==> config.mk <==
export PLATFORM = sky130hd
export DESIGN_NAME = byte_stuffing_framer
export DESIGN_NICKNAME = d
export VERILOG_FILES = /design/src/design/bsf_pkg.sv /design/src/design/bsf_front.sv /design/src/design/bsf_queue.sv /design/src/design/bsf_back.sv /design/src/design/byte_stuffing_framer.sv
export VERILOG_INCLUDE_DIRS = /design/src /design/src/design
export SDC_FILE = /design/constraint.sdc
export NUM_CORES = 1
export LEC_CHECK = 0
export ABC_CLOCK_PERIOD_IN_PS = 2600
export BUFFER_PORTS_ARGS = -buffer_cell sky130_fd_sc_hd__buf_4
export CORE_ASPECT_RATIO = 1.1
export CORE_MARGIN = 4
export CORE_UTILIZATION = 33
export CTS_CLUSTER_DIAMETER = 50
export DETAILED_ROUTE_END_ITERATION = 7
export PLACE_DENSITY = 0.5
export SETUP_SLACK_MARGIN = 0.5
export SYNTH_ARGS = -nofsm -noshare
export SYNTH_HDL_FRONTEND = slang
export SYNTH_SLANG_ARGS = --single-unit
==> constraint.sdc <==
create_clock -name clk -period 2.6 [get_ports clk]
set_input_delay 0.52 -clock clk [delete_from_list [all_inputs] [get_ports clk]]
set_output_delay 0.52 -clock clk [all_outputs]
set_load 0.005 [all_outputs]
==> src/design/byte_stuffing_framer_defines.svh <==
// Assertion macros shared by the byte stuffing framer modules
`ifndef BYTE_STUFFING_FRAMER_DEFINES_SVH
`define BYTE_STUFFING_FRAMER_DEFINES_SVH

// same-cycle implication, checked out of reset
`define BSF_ASSERT_NOW(label, ante, cons, msg) \
  label: assert property (@(posedge clk) disable iff (!rst_n) (ante) |-> (cons)) \
    else $error(msg);

// next-cycle implication, checked out of reset
`define BSF_ASSERT_NEXT(label, ante, cons, msg) \
  label: assert property (@(posedge clk) disable iff (!rst_n) (ante) |=> (cons)) \
    else $error(msg);

`endif

==> src/design/bsf_pkg.sv <==
// Shared types and constants for the byte stuffing framer
`timescale 1ns / 1ps

package bsf_pkg;

  localparam int BYTE_W = 8;
  localparam int CFG_IDX_W = 1;

  localparam logic [CFG_IDX_W-1:0] CFG_FLAG_IDX = 1'd0;
  localparam logic [CFG_IDX_W-1:0] CFG_ESC_IDX  = 1'd1;

  localparam logic [BYTE_W-1:0] FLAG_RESET = 8'd36;
  localparam logic [BYTE_W-1:0] ESC_RESET  = 8'd47;

  localparam int QDEPTH = 4;
  localparam int QPTR_W = $clog2(QDEPTH);
  localparam int QCNT_W = $clog2(QDEPTH + 1);

  typedef struct packed {
    logic              open;
    logic              esc;
    logic              last;
    logic [BYTE_W-1:0] data;
    logic [BYTE_W-1:0] flag;
    logic [BYTE_W-1:0] escape;
  } cmd_t;

  typedef struct packed {
    logic push;
    logic full;
  } q_wr_t;

  typedef enum logic [2:0] {
    S_OPEN,
    S_ESC,
    S_DATA,
    S_CLOSE,
    S_TRAIL
  } step_t;

endpackage

==> src/design/bsf_front.sv <==
// Front end: takes message bytes, holds config and frame state, classifies each byte
`timescale 1ns / 1ps

module bsf_front import bsf_pkg::*; (
  input  logic                 clk,
  input  logic                 rst_n,
  input  logic                 cfg_we,
  input  logic [CFG_IDX_W-1:0] cfg_index,
  input  logic [BYTE_W-1:0]    cfg_data,
  input  logic                 in_valid,
  output logic                 in_stall,
  input  logic [BYTE_W-1:0]    in_data_byte,
  input  logic                 in_last_byte,
  input  logic                 q_full,
  output q_wr_t                q_wr,
  output cmd_t                 q_cmd
);

  logic [BYTE_W-1:0] flag_byte_r, flag_byte_nxt;
  logic [BYTE_W-1:0] escape_byte_r, escape_byte_nxt;
  logic              inside_r, inside_nxt;
  logic              accept;

  assign in_stall = q_full;
  assign accept   = in_valid && !q_full;

  always_comb begin
    flag_byte_nxt   = flag_byte_r;
    escape_byte_nxt = escape_byte_r;
    if (cfg_we) begin
      unique case (cfg_index)
        CFG_FLAG_IDX: flag_byte_nxt   = cfg_data;
        CFG_ESC_IDX:  escape_byte_nxt = cfg_data;
        default: ;
      endcase
    end
  end

  always_comb begin
    inside_nxt = inside_r;
    if (accept) begin
      inside_nxt = !in_last_byte;
    end
  end

  always_comb begin
    q_cmd.open   = !inside_r;
    q_cmd.esc    = (in_data_byte == flag_byte_r) || (in_data_byte == escape_byte_r);
    q_cmd.last   = in_last_byte;
    q_cmd.data   = in_data_byte;
    q_cmd.flag   = flag_byte_r;
    q_cmd.escape = escape_byte_r;
    q_wr.push    = accept;
    q_wr.full    = q_full;
  end

  always_ff @(posedge clk) begin
    if (!rst_n) begin
      flag_byte_r   <= FLAG_RESET;
      escape_byte_r <= ESC_RESET;
      inside_r      <= 1'b0;
    end else begin
      flag_byte_r   <= flag_byte_nxt;
      escape_byte_r <= escape_byte_nxt;
      inside_r      <= inside_nxt;
    end
  end

endmodule

==> src/design/bsf_queue.sv <==
// Short request queue between the front end and the byte sequencer
`timescale 1ns / 1ps

`include "byte_stuffing_framer_defines.svh"

module bsf_queue import bsf_pkg::*; (
  input  logic  clk,
  input  logic  rst_n,
  input  q_wr_t q_wr,
  input  cmd_t  q_cmd,
  output logic  q_full,
  input  logic  q_pop,
  output logic  q_valid,
  output cmd_t  q_head
);

  cmd_t              mem_r [QDEPTH];
  logic [QPTR_W-1:0] wr_ptr_r, wr_ptr_nxt;
  logic [QPTR_W-1:0] rd_ptr_r, rd_ptr_nxt;
  logic [QCNT_W-1:0] count_r, count_nxt;
  logic              do_push, do_pop;

  assign q_full  = (count_r == QCNT_W'(QDEPTH));
  assign q_valid = (count_r != '0);
  assign q_head  = mem_r[rd_ptr_r];
  assign do_push = q_wr.push && !q_wr.full;
  assign do_pop  = q_pop && q_valid;

  always_comb begin
    wr_ptr_nxt = do_push ? wr_ptr_r + 1'b1 : wr_ptr_r;
    rd_ptr_nxt = do_pop ? rd_ptr_r + 1'b1 : rd_ptr_r;
    count_nxt  = count_r;
    if (do_push && !do_pop) begin
      count_nxt = count_r + 1'b1;
    end else if (do_pop && !do_push) begin
      count_nxt = count_r - 1'b1;
    end
  end

  always_ff @(posedge clk) begin
    if (!rst_n) begin
      wr_ptr_r <= '0;
      rd_ptr_r <= '0;
      count_r  <= '0;
    end else begin
      wr_ptr_r <= wr_ptr_nxt;
      rd_ptr_r <= rd_ptr_nxt;
      count_r  <= count_nxt;
    end
  end

  always_ff @(posedge clk) begin
    if (do_push) begin
      mem_r[wr_ptr_r] <= q_cmd;
    end
  end

  `BSF_ASSERT_NOW(a_no_push_when_full, q_full, !q_wr.push, "request pushed into full queue")
  `BSF_ASSERT_NOW(a_count_bound, 1'b1, count_r <= QCNT_W'(QDEPTH), "queue count overflow")
  `BSF_ASSERT_NEXT(a_count_track, do_push && !do_pop, count_r == $past(count_r) + 1'b1,
                   "queue count lost a push")

endmodule

==> src/design/bsf_back.sv <==
// Back end: walks each request through the flag, escape, data, close and trailer bytes it needs
`timescale 1ns / 1ps

`include "byte_stuffing_framer_defines.svh"

module bsf_back import bsf_pkg::*; (
  input  logic              clk,
  input  logic              rst_n,
  input  logic              q_valid,
  input  cmd_t              q_head,
  output logic              q_pop,
  output logic              out_valid,
  input  logic              out_stall,
  output logic [BYTE_W-1:0] out_byte,
  output logic              out_is_trailer,
  output logic              out_frame_done
);

  step_t             step_r, step_nxt;
  step_t             cur_step, next_step;
  logic              mid_r, mid_nxt;
  logic [BYTE_W-1:0] parity_r, parity_nxt;
  logic              out_valid_r, out_valid_nxt;
  logic [BYTE_W-1:0] out_byte_r;
  logic              out_trl_r;
  logic [BYTE_W-1:0] emit_byte;
  logic              emit, done, is_trl;

  assign emit = q_valid && (!out_valid_r || !out_stall);

  always_comb begin
    if (mid_r) begin
      cur_step = step_r;
    end else if (q_head.open) begin
      cur_step = S_OPEN;
    end else if (q_head.esc) begin
      cur_step = S_ESC;
    end else begin
      cur_step = S_DATA;
    end
  end

  always_comb begin
    emit_byte = q_head.data;
    next_step = S_DATA;
    done      = 1'b0;
    is_trl    = 1'b0;
    unique case (cur_step)
      S_OPEN: begin
        emit_byte = q_head.flag;
        next_step = q_head.esc ? S_ESC : S_DATA;
      end
      S_ESC: begin
        emit_byte = q_head.escape;
        next_step = S_DATA;
      end
      S_DATA: begin
        emit_byte = q_head.data;
        next_step = S_CLOSE;
        done      = !q_head.last;
      end
      S_CLOSE: begin
        emit_byte = q_head.flag;
        next_step = S_TRAIL;
      end
      S_TRAIL: begin
        emit_byte = parity_r;
        next_step = S_OPEN;
        done      = 1'b1;
        is_trl    = 1'b1;
      end
      default: begin
        emit_byte = q_head.data;
        done      = 1'b1;
      end
    endcase
  end

  always_comb begin
    step_nxt   = step_r;
    mid_nxt    = mid_r;
    parity_nxt = parity_r;
    if (emit) begin
      step_nxt = next_step;
      mid_nxt  = !done;
      if (is_trl) begin
        parity_nxt = '0;
      end else if (cur_step == S_OPEN) begin
        parity_nxt = emit_byte;
      end else begin
        parity_nxt = parity_r ^ emit_byte;
      end
    end
    out_valid_nxt = emit || (out_valid_r && out_stall);
  end

  assign q_pop = emit && done;

  always_ff @(posedge clk) begin
    if (!rst_n) begin
      step_r      <= S_OPEN;
      mid_r       <= 1'b0;
      parity_r    <= '0;
      out_valid_r <= 1'b0;
    end else begin
      step_r      <= step_nxt;
      mid_r       <= mid_nxt;
      parity_r    <= parity_nxt;
      out_valid_r <= out_valid_nxt;
    end
  end

  always_ff @(posedge clk) begin
    if (emit) begin
      out_byte_r <= emit_byte;
      out_trl_r  <= is_trl;
    end
  end

  assign out_valid      = out_valid_r;
  assign out_byte       = out_byte_r;
  assign out_is_trailer = out_trl_r;
  assign out_frame_done = out_trl_r;

  `BSF_ASSERT_NOW(a_mid_has_head, mid_r, q_valid, "sequencer mid-request with empty queue")
  `BSF_ASSERT_NEXT(a_trail_clears, emit && is_trl, parity_r == '0 && !mid_r,
                   "trailer did not close the frame")
  `BSF_ASSERT_NEXT(a_open_seeds, emit && cur_step == S_OPEN, parity_r == out_byte_r,
                   "opening flag did not seed parity")

endmodule

==> src/design/byte_stuffing_framer.sv <==
// Byte stuffing framer with XOR parity trailer, top level
// A request's first result byte passes through the request queue and the output register.
// The sequencer gives one result byte per cycle while a request is queued and out_stall is low;
// a request yields its data byte, plus the open flag, escape, close flag and trailer as needed.
// A four-entry request queue lets the input side run ahead of the sequencer.
// Reset clears the frame state, queue and output valid, and loads flag 36 and escape 47.
`timescale 1ns / 1ps

module byte_stuffing_framer import bsf_pkg::*; (
  input  logic                 clk,
  input  logic                 rst_n,
  input  logic                 cfg_we,
  input  logic [CFG_IDX_W-1:0] cfg_index,
  input  logic [BYTE_W-1:0]    cfg_data,
  input  logic                 in_valid,
  output logic                 in_stall,
  input  logic [BYTE_W-1:0]    in_data_byte,
  input  logic                 in_last_byte,
  output logic                 out_valid,
  input  logic                 out_stall,
  output logic [BYTE_W-1:0]    out_byte,
  output logic                 out_is_trailer,
  output logic                 out_frame_done
);

  q_wr_t q_wr;
  cmd_t  q_cmd;
  cmd_t  q_head;
  logic  q_full;
  logic  q_valid;
  logic  q_pop;

  bsf_front u_front (
    .clk          (clk),
    .rst_n        (rst_n),
    .cfg_we       (cfg_we),
    .cfg_index    (cfg_index),
    .cfg_data     (cfg_data),
    .in_valid     (in_valid),
    .in_stall     (in_stall),
    .in_data_byte (in_data_byte),
    .in_last_byte (in_last_byte),
    .q_full       (q_full),
    .q_wr         (q_wr),
    .q_cmd        (q_cmd)
  );

  bsf_queue u_queue (
    .clk     (clk),
    .rst_n   (rst_n),
    .q_wr    (q_wr),
    .q_cmd   (q_cmd),
    .q_full  (q_full),
    .q_pop   (q_pop),
    .q_valid (q_valid),
    .q_head  (q_head)
  );

  bsf_back u_back (
    .clk            (clk),
    .rst_n          (rst_n),
    .q_valid        (q_valid),
    .q_head         (q_head),
    .q_pop          (q_pop),
    .out_valid      (out_valid),
    .out_stall      (out_stall),
    .out_byte       (out_byte),
    .out_is_trailer (out_is_trailer),
    .out_frame_done (out_frame_done)
  );

endmodule
==> run summary <==
Post-synth ARST share - 0%
Yosys reg bits - 156
sequential area share after synthesis - 67.3%
Fmax achieved - 421 MHz
DRT iter0 DRCs - 212
DR WL/cell - 18.0 um
pre-CTS WS - 75.8 ps
Antenna Nets Post-Route - 0
Max-Cap Viols - 0
Synth area leader - edfxtp_1
first-pass GRT wire length - 21600 um
Setup Viol. Count Final - 0
n_diodes - 0
core region area - 19000 um2
chip width - 141 um
layout cells sized above 1 - 32.2%
row count - 53
area share of the largest cell type after synthesis - 55.0%
YS warnings - 0
Rel. slew slack - 46.5%
Data required, critical path - 2960 ps
die height - 154 um
Fin. Hold Viols - 0
status - finished, final reports clean
CP Launch Type - flop
Layout Utilization - 42.2%
DP HPWL - 8730 um
synth unique cells - 46
Syn Inst Count - 422
Pleak - 2.80 nW
gpl congestion - 0.740
CP max stage delay - 400 ps
vias in the first global route - 3838
TritonCTS clock tree - yes
Post-synth EDFFs - 117
Finished Layout Cells - 765
CTS Buf Count - 17
Mean Syn Cell Area - 15.1 um2
synth top area cells - edfxtp_1, dfxtp_1, mux4_2
CTS clk-pin slew, worst paths - 70 ps
die area - 21600 um2
total power - 7.97 mW
crit path kind - reg2reg
Vias/cell - 4.96
pins over their slew limit - 0
Vias - 3796
Starting Density - 33.5%
maximum root-to-sink buffer count - 2
TNS Setup - 0 ps
Syn Nets - 451
Hold Startpoint - in_last_byte
r2r setup slk - 220 ps
Area growth syn-to-layout - 26.0%
initial antenna violation count - 0
RSZ-0062 raised after global routing - yes
worst slew pin tran - 797 ps
final setup margin - 225 ps
IO buf count - 34
crit-path max FO - 6
Pre-antenna DRT Iters - 4
total congestion overflow - 0
PD cells - 992 nW/um2
Worst Path Arrival - 2730 ps
Max VDD drop - 0.505 mV
post-route cell area - 8040 um2
Placed Instances - 701
Syn Std Cell Area - 6380 um2
Ports - 35
DRT Wirelength - 13800 um
Final #Nets - 534
CP endpoint kind - flop
hold_ws - 319 ps
Worst path slowest cell - dfxtp_4
largest net degree at the start of global routing - 34
Residual DRC - 0
fin crit period - 2380 ps
Min-Delay Path Class - in2reg
FILL cells - 1739
Root Driver - clkbuf_16
H-tree levels - 4
Worst Clk Skew - 9.07 ps
total track usage - 13.0%
clock sinks - 156
dpl cell area - 7060 um2
crit share post-route - 91.4%
crit path cell chain - mux2i_4, a22oi_2, o22a_1, o21ai_2, nand2_2, ha_4, inv_2, fa_2, xor2_1, or3_1, a21boi_1
Skew-Pair Late Insertion Delay - 420 ps
Main synth FF type - edfxtp_1
## cell usage after synthesis, types with 2 or more instances
library cell / number
a21oi_1: 9
edfxtp_1: 117
mux2_2: 2
a222oi_1: 5
nand2_1: 61
buf_2: 3
nor2_1: 5
nand2b_1: 3
nand3b_1: 2
a21boi_0: 12
mux4_2: 23
o21ai_1: 2
nand3_1: 21
o21ai_0: 3
a22oi_1: 4
dfxtp_1: 39
a31o_1: 8
nor2b_1: 6
xnor2_1: 19
mux4_1: 2
a22o_1: 8
inv_1: 6
and2_1: 9
mux2i_1: 10
ha_1: 5
clkbuf_1: 13
nor3_1: 2
nand4_1: 5
## what timing repair did
action / in CTS / in global routing
resized for setup: 8 / 30
gates cloned: 1 / 0
endpoints found under the setup margin: 19 / 21
hold buffers: 0 / 0
buffers inserted: 10 / 21
pin swaps: 9 / 21
## metal layers
| metal | GRT usage, % | vias to the layer above | share of wire, % |
|---|---|---|---|
| li1 | - | 1794 | - |
| met2 | 21.7 | 66 | 50 |
| met4 | 5.03 | 0 | 1.8 |
| met5 | 0 | - | 0 |
| met1 | 16.9 | 1921 | 45 |
| met3 | 2.46 | 15 | 2.9 |
## kinds of logic after synthesis
family,after synthesis,share of synthesized area [%]
compound gates,60,7.45
xor+xnor,20,2.74
fa+ha+maj,6,1.29
buf+inv,24,1.65
flops,156,67.3
mux,37,10.9
simple gates,119,8.74
## critical path: cells and delay by family (launching register included)
family | cells | cell delay, ps
adder cells (fa/ha/maj) | 2 | 470
AND/OR/NAND/NOR | 2 | 410
XOR/XNOR | 1 | 170
multiplexers | 1 | 210
flip-flops | 1 | 400
AO/OA/AOI/OAI | 4 | 600
buffers and inverters | 1 | 40
## report_power, final
part / internal (mW) / total (mW) / switching, mW
registers: 3.18 / 3.40 / 0.222
clock network: 1.31 / 2.31 / 1.00
logic: 1.12 / 2.27 / 1.14
## placed cells by master, fill, tap and decap left out, types with 4 or more instances in the layout
cell type     n
a21boi_0     11
a21oi_1       9
a222oi_1      5
a22o_1        8
a22oi_2       4
a31o_1        8
and2_1        9
buf_12        7
buf_4        70
clkbuf_16    18
clkinvlp_4    4
dfxtp_1      37
edfxtp_1    117
ha_1          4
inv_1         5
mux2i_1       6
mux4_2       23
nand2_1      56
nand3_1      14
nand3_2       7
nand4_1       5
nor2_1        5
nor2b_1       6
xnor2_1      19
## registers in the layout (all words and copies together) (netlist names), named ones only
signal and cells:
u_back.out_byte 8, u_front.inside_r 1, u_queue.count_r 3, u_back.step_r 3, u_back.out_frame_done 1, u_queue.mem_r 108, u_back.out_valid 1, u_queue.rd_ptr_r 2
u_front.escape_byte_r 8, u_queue.wr_ptr_r 2, u_back.parity_r 8, u_front.flag_byte_r 8, u_back.mid_r 1
## cell type report
cell class              count  area (um2)  share of cell area (%)
clock buffers              20         468                    5.82
clock inverters            12        85.1                    1.06
inverters                   6        22.5                   0.280
multi-input cells         243        2140                    26.6
flip-flops and latches    156        4300                    53.5
well taps                 247         309                    3.84
repair buffers             81         714                    8.89
## worst paths after layout
kind         depth (start not counted)                   end
max                                 11    u_queue.count_r[2]
min                                  1  u_queue.mem_r[3][24]
max reg2reg                         11    u_queue.count_r[2]
min reg2reg                          2                  flop
Note: power is estimated with default switching activity, not from simulation.
